--- config.mk ---
export PLATFORM = sky130hd
export DESIGN_NAME = epoch_to_calendar_datetime
export DESIGN_NICKNAME = d
export VERILOG_FILES = /design/src/rtl/core/etc_pkg.sv /design/src/rtl/core/etc_pipe_ctrl.sv /design/src/rtl/core/etc_split.sv /design/src/rtl/core/etc_clock.sv /design/src/rtl/core/etc_civil.sv /design/src/rtl/core/epoch_to_calendar_datetime.sv
export SDC_FILE = /design/constraint.sdc
export NUM_CORES = 2
export LEC_CHECK = 0
export ABC_AREA = 1
export BUFFER_PORTS_ARGS = -buffer_cell sky130_fd_sc_hd__buf_2
export CAP_MARGIN = 20
export CELL_PAD_IN_SITES_DETAIL_PLACEMENT = 1
export CELL_PAD_IN_SITES_GLOBAL_PLACEMENT = 1
export CORE_UTILIZATION = 43
export DETAILED_ROUTE_END_ITERATION = 6
export PLACE_DENSITY = 0.78
export SLEW_MARGIN = 20
export SYNTH_ARGS = -nofsm -noshare
export SYNTH_HDL_FRONTEND = slang
export SYNTH_SLANG_ARGS = --single-unit
--- constraint.sdc ---
create_clock -name clk -period 9.4 [get_ports clk]
set_input_delay 1.88 -clock clk [delete_from_list [all_inputs] [get_ports clk]]
set_output_delay 1.88 -clock clk [all_outputs]
set_load 0.005 [all_outputs]
--- src/rtl/core/etc_pkg.sv ---
// Shared constants and types for the epoch to calendar date/time converter.
`timescale 1ns / 1ps
`default_nettype none

package etc_pkg;

  // Number of register stages from input to output.
  localparam int NStages = 8;

  // Per-stage load enables, stage 0 is the input stage.
  typedef logic [NStages-1:0] stage_en_t;

  // Seconds per day is 128 * 675; floor(2^32 / 675) estimates the day count.
  localparam logic [22:0] RecipDay675 = 23'd6362914;
  localparam logic [25:0] Day675      = 26'd675;
  localparam logic [10:0] Day675Rem   = 11'd675;

  // Time of day: hour = (tod >> 4) / 225, minute = (rem >> 2) / 15.
  localparam logic [13:0] RecipHour225 = 14'd9321;
  localparam logic [10:0] RecipMin15   = 11'd1093;
  localparam logic [11:0] SecsPerHour  = 12'd3600;
  localparam logic [5:0]  SecsPerMin   = 6'd60;

  // Civil date: shift to days since 0000-03-01 and split into eras.
  localparam logic [19:0] DayShift    = 20'd719468;
  localparam logic [19:0] Era4Start   = 20'd584388;
  localparam logic [19:0] Era5Start   = 20'd730485;
  localparam logic [17:0] DaysCent    = 18'd36524;
  localparam logic [17:0] DaysEraLast = 18'd146096;
  localparam logic [16:0] Recip365A   = 17'd91930;
  localparam logic [18:0] Recip365B   = 19'd367720;
  localparam logic [17:0] DaysPerYear = 18'd365;
  localparam logic [11:0] Recip153    = 12'd3427;
  localparam logic [11:0] Recip5      = 12'd3277;
  localparam logic [11:0] Era4Year    = 12'd1600;
  localparam logic [11:0] Era5Year    = 12'd2000;

endpackage

`default_nettype wire

--- src/rtl/core/etc_pipe_ctrl.sv ---
// Valid tracking and stall control for the converter pipeline.
`timescale 1ns / 1ps
`default_nettype none

module etc_pipe_ctrl (
  input  wire logic               clk,
  input  wire logic               rst,
  input  wire logic               in_valid,
  output logic                    in_ready,
  output logic                    out_valid,
  input  wire logic               out_ready,
  output etc_pkg::stage_en_t      stage_en
);

  etc_pkg::stage_en_t valid;

  // A stage loads when it is empty or the stage after it moves on.
  // Empty stages therefore fill up while the output waits.
  always_comb begin
    stage_en[etc_pkg::NStages-1] = !valid[etc_pkg::NStages-1] || out_ready;
    for (int k = etc_pkg::NStages - 2; k >= 0; k--) begin
      stage_en[k] = !valid[k] || stage_en[k+1];
    end
  end

  // Valid bits travel with the data.
  always_ff @(posedge clk) begin
    if (rst) begin
      valid <= '0;
    end else begin
      if (stage_en[0]) begin
        valid[0] <= in_valid;
      end
      for (int k = 1; k < etc_pkg::NStages; k++) begin
        if (stage_en[k]) begin
          valid[k] <= valid[k-1];
        end
      end
    end
  end

  assign in_ready  = stage_en[0];
  assign out_valid = valid[etc_pkg::NStages-1];

endmodule

`default_nettype wire

--- src/rtl/core/etc_split.sv ---
// Splits a second count into whole days and seconds within the day.
`timescale 1ns / 1ps
`default_nettype none

module etc_split (
  input  wire logic          clk,
  input  wire logic          en_s1,
  input  wire logic          en_s2,
  input  wire logic [31:0]   epoch_seconds,
  output logic [15:0]        days,
  output logic [16:0]        tod,
  output logic               zero
);

  logic [47:0] est_prod;
  logic [31:0] secs1;
  logic [15:0] q_est;
  logic [25:0] q_times;
  logic [25:0] rem_wide;
  logic [10:0] rem_raw;
  logic        rem_over;
  logic [15:0] days_next;
  logic [9:0]  rem_fix;

  // Stage 1: estimate of (seconds >> 7) / 675, low by at most one.
  assign est_prod = {23'd0, epoch_seconds[31:7]} * {25'd0, etc_pkg::RecipDay675};

  always_ff @(posedge clk) begin
    if (en_s1) begin
      secs1 <= epoch_seconds;
      q_est <= est_prod[47:32];
    end
  end

  // Stage 2: remainder check and one correction step.
  assign q_times   = {10'd0, q_est} * etc_pkg::Day675;
  assign rem_wide  = {1'b0, secs1[31:7]} - q_times;
  assign rem_raw   = rem_wide[10:0];
  assign rem_over  = rem_raw >= etc_pkg::Day675Rem;
  assign days_next = rem_over ? q_est + 16'd1 : q_est;
  assign rem_fix   = rem_over ? 10'(rem_raw - etc_pkg::Day675Rem) : rem_raw[9:0];

  always_ff @(posedge clk) begin
    if (en_s2) begin
      days <= days_next;
      tod  <= {rem_fix, secs1[6:0]};
      zero <= secs1 == 32'd0;
    end
  end

endmodule

`default_nettype wire

--- src/rtl/core/etc_clock.sv ---
// Converts seconds within a day into hour, minute and second.
`timescale 1ns / 1ps
`default_nettype none

module etc_clock (
  input  wire logic          clk,
  input  wire logic          en_s3,
  input  wire logic          en_s4,
  input  wire logic          en_s5,
  input  wire logic          en_s6,
  input  wire logic          en_s7,
  input  wire logic          en_s8,
  input  wire logic [16:0]   tod,
  output logic [4:0]         hour,
  output logic [5:0]         minute,
  output logic [5:0]         second
);

  logic [26:0] hour_prod;
  logic [16:0] tod3;
  logic [4:0]  hour3, hour4, hour5, hour6, hour7;
  logic [16:0] hour_secs;
  logic [11:0] rem4, rem5;
  logic [20:0] min_prod;
  logic [5:0]  min5, min6, min7;
  logic [11:0] min_secs;
  logic [5:0]  sec6, sec7;

  // Stage 3: hour by reciprocal multiply, exact for this range.
  assign hour_prod = {14'd0, tod[16:4]} * {13'd0, etc_pkg::RecipHour225};

  always_ff @(posedge clk) begin
    if (en_s3) begin
      tod3  <= tod;
      hour3 <= hour_prod[25:21];
    end
  end

  // Stage 4: seconds left within the hour.
  assign hour_secs = {12'd0, hour3} * {5'd0, etc_pkg::SecsPerHour};

  always_ff @(posedge clk) begin
    if (en_s4) begin
      rem4  <= 12'(tod3 - hour_secs);
      hour4 <= hour3;
    end
  end

  // Stage 5: minute by reciprocal multiply.
  assign min_prod = {11'd0, rem4[11:2]} * {10'd0, etc_pkg::RecipMin15};

  always_ff @(posedge clk) begin
    if (en_s5) begin
      rem5  <= rem4;
      min5  <= min_prod[19:14];
      hour5 <= hour4;
    end
  end

  // Stage 6: seconds left within the minute.
  assign min_secs = {6'd0, min5} * {6'd0, etc_pkg::SecsPerMin};

  always_ff @(posedge clk) begin
    if (en_s6) begin
      sec6  <= 6'(rem5 - min_secs);
      min6  <= min5;
      hour6 <= hour5;
    end
  end

  // Stages 7 and 8: align with the date path.
  always_ff @(posedge clk) begin
    if (en_s7) begin
      sec7  <= sec6;
      min7  <= min6;
      hour7 <= hour6;
    end
    if (en_s8) begin
      second <= sec7;
      minute <= min7;
      hour   <= hour7;
    end
  end

endmodule

`default_nettype wire

--- src/rtl/core/etc_civil.sv ---
// Converts a day count since 1970-01-01 into Gregorian year, month and day.
`timescale 1ns / 1ps
`default_nettype none

module etc_civil (
  input  wire logic          clk,
  input  wire logic          en_s3,
  input  wire logic          en_s4,
  input  wire logic          en_s5,
  input  wire logic          en_s6,
  input  wire logic          en_s7,
  input  wire logic          en_s8,
  input  wire logic [15:0]   days,
  input  wire logic          zero,
  output logic [11:0]        year,
  output logic [3:0]         month,
  output logic [4:0]         day,
  output logic               no_timestamp
);

  logic [19:0] z;
  logic        era_hi;
  logic [19:0] doe_wide;
  logic [17:0] doe3, doe4, doe5;
  logic        hi3, hi4, hi5, hi6, hi7;
  logic        zero3, zero4, zero5, zero6, zero7;
  logic [32:0] q1460_prod;
  logic [6:0]  q1460;
  logic [2:0]  q_cent;
  logic        q_last;
  logic [17:0] t4;
  logic [36:0] yoe_prod;
  logic [8:0]  yoe5, yoe6, yoe7;
  logic [17:0] yoe_days;
  logic [1:0]  yoe_cent;
  logic [17:0] year_start;
  logic [8:0]  doy6, doy7;
  logic [10:0] doy5x;
  logic [22:0] mp_prod;
  logic [3:0]  mp7;
  logic [10:0] month_base;
  logic [22:0] md_prod;
  logic [8:0]  md_days;
  logic [3:0]  mon;
  logic        early;
  logic [8:0]  day_wide;

  // Stage 3: days since 0000-03-01; only eras 4 and 5 are reachable.
  assign z        = {4'd0, days} + etc_pkg::DayShift;
  assign era_hi   = z >= etc_pkg::Era5Start;
  assign doe_wide = z - (era_hi ? etc_pkg::Era5Start : etc_pkg::Era4Start);

  always_ff @(posedge clk) begin
    if (en_s3) begin
      doe3  <= doe_wide[17:0];
      hi3   <= era_hi;
      zero3 <= zero;
    end
  end

  // Stage 4: leap-day corrections to the day of era.
  assign q1460_prod = {17'd0, doe3[17:2]} * {16'd0, etc_pkg::Recip365A};
  assign q1460      = q1460_prod[31:25];
  assign q_cent     = 3'(doe3 >= etc_pkg::DaysCent) + 3'(doe3 >= 18'd73048)
                    + 3'(doe3 >= 18'd109572) + 3'(doe3 >= etc_pkg::DaysEraLast);
  assign q_last     = doe3 == etc_pkg::DaysEraLast;

  always_ff @(posedge clk) begin
    if (en_s4) begin
      t4    <= doe3 - 18'(q1460) + 18'(q_cent) - 18'(q_last);
      doe4  <= doe3;
      hi4   <= hi3;
      zero4 <= zero3;
    end
  end

  // Stage 5: year of era is the corrected count divided by 365.
  assign yoe_prod = {19'd0, t4} * {18'd0, etc_pkg::Recip365B};

  always_ff @(posedge clk) begin
    if (en_s5) begin
      yoe5  <= yoe_prod[35:27];
      doe5  <= doe4;
      hi5   <= hi4;
      zero5 <= zero4;
    end
  end

  // Stage 6: day of the March-based year.
  assign yoe_days   = {9'd0, yoe5} * etc_pkg::DaysPerYear;
  assign yoe_cent   = 2'(yoe5 >= 9'd100) + 2'(yoe5 >= 9'd200) + 2'(yoe5 >= 9'd300);
  assign year_start = yoe_days + 18'(yoe5[8:2]) - 18'(yoe_cent);

  always_ff @(posedge clk) begin
    if (en_s6) begin
      doy6  <= 9'(doe5 - year_start);
      yoe6  <= yoe5;
      hi6   <= hi5;
      zero6 <= zero5;
    end
  end

  // Stage 7: March-based month index, (5 * doy + 2) / 153.
  assign doy5x   = 11'({doy6, 2'b00} + {2'b00, doy6} + 11'd2);
  assign mp_prod = {12'd0, doy5x} * {11'd0, etc_pkg::Recip153};

  always_ff @(posedge clk) begin
    if (en_s7) begin
      mp7   <= mp_prod[22:19];
      doy7  <= doy6;
      yoe7  <= yoe6;
      hi7   <= hi6;
      zero7 <= zero6;
    end
  end

  // Stage 8: day of month, calendar month and year.
  // 153 * mp is built as (128 + 16 + 8 + 1) * mp.
  assign month_base = {mp7, 7'd0} + {3'd0, mp7, 4'd0} + {4'd0, mp7, 3'd0}
                    + {7'd0, mp7} + 11'd2;
  assign md_prod    = {12'd0, month_base} * {11'd0, etc_pkg::Recip5};
  assign md_days    = md_prod[22:14];
  assign day_wide   = doy7 - md_days + 9'd1;
  assign mon        = (mp7 < 4'd10) ? mp7 + 4'd3 : mp7 - 4'd9;
  assign early      = mon <= 4'd2;

  always_ff @(posedge clk) begin
    if (en_s8) begin
      day          <= day_wide[4:0];
      month        <= mon;
      year         <= (hi7 ? etc_pkg::Era5Year : etc_pkg::Era4Year) + {3'd0, yoe7}
                    + {11'd0, early};
      no_timestamp <= zero7;
    end
  end

endmodule

`default_nettype wire

--- src/rtl/core/epoch_to_calendar_datetime.sv ---
// Top level of the Unix epoch seconds to calendar date and time converter.
//
// Usage:
//   The input channel (in_valid, in_ready, epoch_seconds) carries one
//   unsigned 32-bit count of seconds since 1970-01-01 00:00:00 UTC per
//   transaction. The output channel (out_valid, out_ready) carries year,
//   month, day, hour, minute, second and no_timestamp for that input.
//   no_timestamp is set for a zero input; the date still reads 1970-01-01.
//   The converter is an eight-stage pipeline: a result is presented once
//   its input transaction has passed through all stage registers, and one
//   transaction is taken every cycle while the receiver keeps up.
//   The stage count comes from the date path, one reciprocal multiply or
//   compare-and-subtract step per stage in place of the divisions by
//   86400, 146097, 365, 153 and the like.
//   When the receiver stalls, the output holds its result and the earlier
//   stages keep filling any empty slots; in_ready drops only when every
//   stage holds a transaction. Results leave in input order.
//   Reset empties the pipeline; there is no other state.
`timescale 1ns / 1ps
`default_nettype none

module epoch_to_calendar_datetime (
  input  wire logic          clk,
  input  wire logic          rst,
  input  wire logic          in_valid,
  output logic               in_ready,
  input  wire logic [31:0]   epoch_seconds,
  output logic               out_valid,
  input  wire logic          out_ready,
  output logic [11:0]        year,
  output logic [3:0]         month,
  output logic [4:0]         day,
  output logic [4:0]         hour,
  output logic [5:0]         minute,
  output logic [5:0]         second,
  output logic               no_timestamp
);

  etc_pkg::stage_en_t stage_en;
  logic [15:0]        days;
  logic [16:0]        tod;
  logic               zero;

  // Handshake and stall control.
  etc_pipe_ctrl u_ctrl (
    .clk       (clk),
    .rst       (rst),
    .in_valid  (in_valid),
    .in_ready  (in_ready),
    .out_valid (out_valid),
    .out_ready (out_ready),
    .stage_en  (stage_en)
  );

  // Days and time of day.
  etc_split u_split (
    .clk           (clk),
    .en_s1         (stage_en[0]),
    .en_s2         (stage_en[1]),
    .epoch_seconds (epoch_seconds),
    .days          (days),
    .tod           (tod),
    .zero          (zero)
  );

  // Hour, minute and second.
  etc_clock u_clock (
    .clk    (clk),
    .en_s3  (stage_en[2]),
    .en_s4  (stage_en[3]),
    .en_s5  (stage_en[4]),
    .en_s6  (stage_en[5]),
    .en_s7  (stage_en[6]),
    .en_s8  (stage_en[7]),
    .tod    (tod),
    .hour   (hour),
    .minute (minute),
    .second (second)
  );

  // Year, month and day.
  etc_civil u_civil (
    .clk          (clk),
    .en_s3        (stage_en[2]),
    .en_s4        (stage_en[3]),
    .en_s5        (stage_en[4]),
    .en_s6        (stage_en[5]),
    .en_s7        (stage_en[6]),
    .en_s8        (stage_en[7]),
    .days         (days),
    .zero         (zero),
    .year         (year),
    .month        (month),
    .day          (day),
    .no_timestamp (no_timestamp)
  );

`ifndef SYNTHESIS
  // An empty output stage never blocks the input.
  a_no_false_stall: assert property (@(posedge clk) disable iff (rst)
    !out_valid |-> in_ready)
    else $error("input blocked while output stage is empty");

  // A zero timestamp must convert to the epoch itself.
  a_zero_is_epoch: assert property (@(posedge clk) disable iff (rst)
    (out_valid && no_timestamp) |-> (year == 12'd1970 && month == 4'd1 &&
      day == 5'd1 && hour == 5'd0 && minute == 6'd0 && second == 6'd0))
    else $error("zero timestamp did not convert to 1970-01-01 00:00:00");

  // Every result lies in the calendar and clock ranges.
  a_fields_in_range: assert property (@(posedge clk) disable iff (rst)
    out_valid |-> (month >= 4'd1 && month <= 4'd12 && day >= 5'd1 &&
      hour <= 5'd23 && minute <= 6'd59 && second <= 6'd59 &&
      year >= 12'd1970 && year <= 12'd2106))
    else $error("result field out of range");
`endif

endmodule

`default_nettype wire

======== Yosys cells after proc, flatten, opt, wreduce, memory -nomap -nowiden ========
Index checks and enable logic that the tools add are counted.
operators by class
  $add $sub $neg .......................... 30
  $mul .................................... 11
  $lt $le $gt $ge ......................... 11
  equality and inequality tests ........... 1
  muxes and demuxes ....................... 5
  reduce and logical (&&, ||, !) cells .... 17
operators with widths
  kind                      count
  $mul A25 B22 Y47 const B  1
  $ge A18 B17 Y1 const B    2
  $mul A18 B16 Y33 const B  1
  $logic_not A32 Y1         1
  $mul A16 B16 Y31 const B  1
  $mul A13 B14 Y26 const B  1
  $mul A11 B12 Y23 const B  1
  $add A11 B2 Y11 const B   2
  $add A16 B20 Y20 const B  1
  $ge A20 B20 Y1 const B    1
  $mul A10 B11 Y20 const B  1
  $mul A11 B12 Y19 const B  1
  $add A18 B3 Y18           1
  $eq A18 B18 Y1 const B    1
  $ge A18 B16 Y1 const B    1
  $ge A18 B18 Y1 const B    1
  $mux W18                  1
  $sub A18 B1 Y18           1
  $sub A18 B18 Y18          1
  $sub A18 B7 Y18           1
  $add A16 B1 Y16 const B   1
  $mul A16 B10 Y11 const B  1
  $mux W16                  1
  $add A12 B1 Y12           1
  33 further kinds          49
storage, ports and cells
  register bits after elaboration ......... 323
  output and inout port bits .............. 41

======== Longest topological paths before layout ========
  depth in word-level cells ............... 9
  mapped depth ............................ 36

======== Hierarchy ========
From an unflattened synthesis, not the netlist that was laid out.
unflattened totals
  cell total of the unflattened synthesis .. 4688
  area total of the unflattened synthesis .. 44899.3 sq um
by module, submodules not included
  module         instances  cells an instance  area an instance (sq um)
  etc_civil      1          2545               23845.4
  etc_split      1          1451               13372.8
  etc_clock      1          655                7349.5
  etc_pipe_ctrl  1          37                 331.6

======== Worst setup path before layout ========
Ideal clock, no wire load.
  kind .................................... in2out
  start ................................... input port out_ready
  end ..................................... output port in_ready
  data arrival time ....................... 6887 ps
  slack ................................... 633 ps
  cell stages on the path ................. 10
  path buffers ............................ 0
  cell sequence ........................... nor2_1 inv_1 nor2_1 inv_1 nor2_1 nand2_1 nor2_1 nand2_1 nor2_1 nand2_1
between the ends
  cells in the longest elaborated chain, start to end .. 8
RTL lines
  item                              line                              source
  start, declared                   epoch_to_calendar_datetime.sv:29  input wire logic out_ready,
  $logic_or A1 B1 Y1                etc_pipe_ctrl.sv:20               stage_en[etc_pkg::NStages-1] = !valid[etc_pkg::NStages-1] || out_ready;
  net u_civil.en_s8                 etc_civil.sv:12                   input wire logic en_s8,
  $logic_or A1 B1 Y1                etc_pipe_ctrl.sv:22               stage_en[k] = !valid[k] || stage_en[k+1];
  net u_civil.en_s7                 etc_civil.sv:11                   input wire logic en_s7,
  $logic_or A1 B1 Y1 (2 in series)  etc_pipe_ctrl.sv:22
  net u_civil.en_s5                 etc_civil.sv:9                    input wire logic en_s5,
  $logic_or A1 B1 Y1 (2 in series)  etc_pipe_ctrl.sv:22
  net u_civil.en_s3                 etc_civil.sv:7                    input wire logic en_s3,
  $logic_or A1 B1 Y1 (2 in series)  etc_pipe_ctrl.sv:22
  end, declared                     epoch_to_calendar_datetime.sv:26  output logic in_ready,
The timed path passes the listed nets, and every way through them passes these cells.

======== Worst setup path in the final report ========
  start ................................... register u_civil.doe3[6]
  end ..................................... register u_civil.t4[12], data pin
between the ends
  cells in the longest elaborated chain, start to end .. 6
RTL lines
  item                                                      line             source
  start, declared                                           etc_civil.sv:24  logic [17:0] doe3, doe4, doe5;
  start signal, assigned                                    etc_civil.sv:55  doe3 <= doe_wide[17:0];
  branches (longest 5 deep; another with $mul A16 B16 Y31)  --
  $sub A18 B1 Y18 (*)                                       etc_civil.sv:70  t4 <= doe3 - 18'(q1460) + 18'(q_cent) - 18'(q_last);
  end signal, assigned                                      etc_civil.sv:70
  end, declared                                             etc_civil.sv:31  logic [17:0] t4;
Every way passes the cells marked *.
A chain may end at the register's enable or synchronous reset.

==> results.json <==
{
  "status": "finished, final reports clean",
  "overflow": 0,
  "cp-end-kind": "register",
  "timing.slew.headroom_pct": 27.7,
  "post_cts_buffers": 0,
  "yosys_register_bits": 323,
  "wl_met3_um": 3470,
  "h-tree-depth": 2,
  "diodes": 0,
  "fin_nets": 6235,
  "timing.rr.start": "u_civil.doe3[6]",
  "areaGrowthSynthToFinish_pct": 7.64,
  "finalCritPeriodShare_pct": 91.4,
  "die_h_um": 324,
  "hold_viol_final": 0,
  "cts.sinks": 323,
  "cts_buffer_depth": 3,
  "routed_wl_um": 112000,
  "hold_path.class": "register to register",
  "grt_setup_unrepaired": "no",
  "grt_max_degree": 50,
  "rr_endpoint": "u_civil.t4[12]",
  "cp_data_required_time_ns": 9.72,
  "holdWs_ns": 0.408,
  "syn_area_um2": 44500,
  "r2r_slack_ns": 0.80,
  "final_cell_mix": "1110 x inv_1, 985 x ha_1, 569 x nand2_1",
  "clkSlewWorstSetupHoldPaths_ns": 0.07,
  "die_x_um": 324,
  "dr.pass1.iters": 5,
  "slowest_delay_ns": 0.71,
  "min-delay-start": "u_clock.hour4[1]",
  "critPathLaunchType": "register",
  "crit_fanout": 11,
  "seqCellArea_um2": 9620,
  "grt_pass1_wl_um": 182000,
  "worst-slew-pin-transition_ns": 1.08,
  "drive_gt1_share_pct": 3.74,
  "track_usage_pct": 22.1,
  "drc_errors": 0,
  "ys_types": 46,
  "critical_path_class": "register to register",
  "yosysSeqAreaShare_pct": 21.6,
  "cp_common_cell": "inv_1",
  "cp_slowest_cell": "edfxtp_1",
  "syn_area_per_cell_um2": 9.64,
  "fin_setup_tns_ns": 0,
  "drtAntennaViolNets": 0,
  "drv_cap": 0,
  "gp_congestion": 0.900,
  "post_cts_resized": 0,
  "min_to": "u_clock.hour5[1]",
  "synth_cells": 4611,
  "initial_core_util_pct": 43.5,
  "multi_input_area_um2": 30600,
  "rows": 117,
  "numCtsBuffers": 39,
  "synth.top_cell.area_share_pct": 27.7,
  "cts_root_buf": "clkbuf_16",
  "fin_skew_ns": 0.0243,
  "dieArea_um2": 105000,
  "critPathArrivalTime_ns": 8.92,
  "io-pin-count": 77,
  "wl_met2_um": 57600,
  "portBuffers": 76,
  "hold_buffers": 0,
  "drt-initial-drc-count": 1129,
  "place_area_um2": 46600,
  "viasPerCell": 5.12,
  "min_period_ns": 8.60,
  "core-area_um2": 102000,
  "wl_met1_um": 46600,
  "antenna_found_initial": 1,
  "synth_largest_area_cell": "ha_1",
  "yosys-top-cells-area": "ha_1 28%, fa_1 22%, edfxtp_1 21%, inv_1 9.4%, nand2_1 4.8%",
  "setup_violations": 0,
  "synth_nets": 6115,
  "finalMaxSlewViolations": 0,
  "clock_latency_ns": 0.59,
  "fillCellCount": 11789,
  "final_common_cell": "inv_1",
  "yosysWarnings": 0,
  "hpwlAfterDp_um": 95800,
  "hold_depth": 0,
  "fin_util_pct": 46.8,
  "reg2reg_depth": 32,
  "dr_total_vias": 31346,
  "cts_tree": "built",
  "detail_route.wl_per_cell_um": 18.2,
  "grt_pass1_vias": 35334,
  "highest_layer": "met5",
  "design_area_um2": 47900,
  "max_freq_ghz": 0.116
}
-- worst max-delay path: cells and delay by family (launching register included) --
| kind | cells | cell delay (ns) |
|---|---|---|
| adders and majority gates | 10 | 4.64 |
| and+or+nand+nor | 5 | 0.42 |
| xor gates and xnor gates | 2 | 0.60 |
| AOI/OAI and AO/OA | 6 | 1.19 |
| DFF | 1 | 0.71 |
| buffers and inverters | 9 | 0.75 |
-- layout make-up --
cell class | instances | area share (%)
Tap cell | 1368 | 3.58
Sequential cell | 323 | 20.1
Clock buffer | 46 | 2.09
Clock inverter | 24 | 0.536
Multi-Input combinational cell | 3156 | 63.9
Inverter | 1122 | 8.80
Timing Repair Buffer | 89 | 0.999
-- synthesized netlist by cell type (all sizes together) --
| cell | n |
|---|---|
| o221ai | 3 |
| o21a | 2 |
| nor4 | 21 |
| and2 | 1 |
| edfxtp | 315 |
| nand3b | 8 |
| nand3 | 121 |
| nor3b | 2 |
| o211ai | 8 |
| xor2 | 126 |
| o31ai | 7 |
| a21oi | 219 |
| xnor2 | 58 |
| o21ai | 125 |
| nor2 | 218 |
| clkbuf | 4 |
| a31oi | 16 |
| nand4 | 71 |
| a211o | 1 |
| a41oi | 2 |
| fa | 483 |
| a211oi | 8 |
| o311ai | 1 |
| a21o | 19 |
| and3 | 2 |
| nand2 | 578 |
| a221oi | 2 |
| o2111ai | 1 |
| o21bai | 15 |
| or2 | 4 |
| ha | 985 |
| a31o | 1 |
| a21boi | 7 |
| inv | 1122 |
| dfxtp | 8 |
| nor3 | 41 |
| buf | 6 |
-- per-layer routing --
layer  up-vias  global-route usage [%]
li1      15106                       -
met1     15647                    26.1
met2       410                    40.9
met3       181                    2.78
met4         2                    7.52
met5         -                       0
-- flip-flops by register name, summed over array words and instances, names as in the netlist, 8 cells and up --
signal	count
u_split.secs1	32
u_civil.doe3	18
u_civil.t4	18
u_split.tod	17
u_split.days	16
u_split.q_est	16
u_civil.year	12
u_clock.rem4	12
u_clock.tod3	12
u_civil.doe4	9
u_civil.doe5	9
u_civil.doy6	9
u_civil.yoe5	9
u_civil.yoe6	9
u_civil.yoe7	9
u_ctrl.valid	8
-- through the flow --
step                      std cells  setup WS [ns]
after floorplan                4611          0.633
after global placement         6058          0.922
after detailed placement       6058          0.791
after CTS                      6128          0.738
after global routing           6128          0.270
final                          6128          0.804
-- how the worst max path moves through the flow --
stage / from / end / slack [ns] / cells past startpoint
2_1_floorplan: out_ready / in_ready / 0.63 / 10
3_5_place_dp: u_civil.doe3[6] / u_civil.t4[12] / 0.79 / 32
4_1_cts: u_civil.doe3[6] / u_civil.t4[12] / 0.74 / 32
6_report: u_civil.doe3[6] / u_civil.t4[12] / 0.80 / 32
3_3_place_gp: u_civil.doe3[6] / u_civil.t4[12] / 0.92 / 32
5_1_grt: u_civil.doe3[6] / u_civil.t4[12] / 0.27 / 32
-- cell families after synthesis --
family | after synthesis | share of synthesized area [%]
fa+ha+maj | 1468 | 49.5
buf+inv | 1132 | 9.60
simple gates | 1067 | 10.2
compound gates | 437 | 5.43
flops | 323 | 21.6
xor+xnor | 184 | 3.66
Power is not shown: default switching activity piles up to over one toggle a cycle in this logic, so the estimate is an artifact.
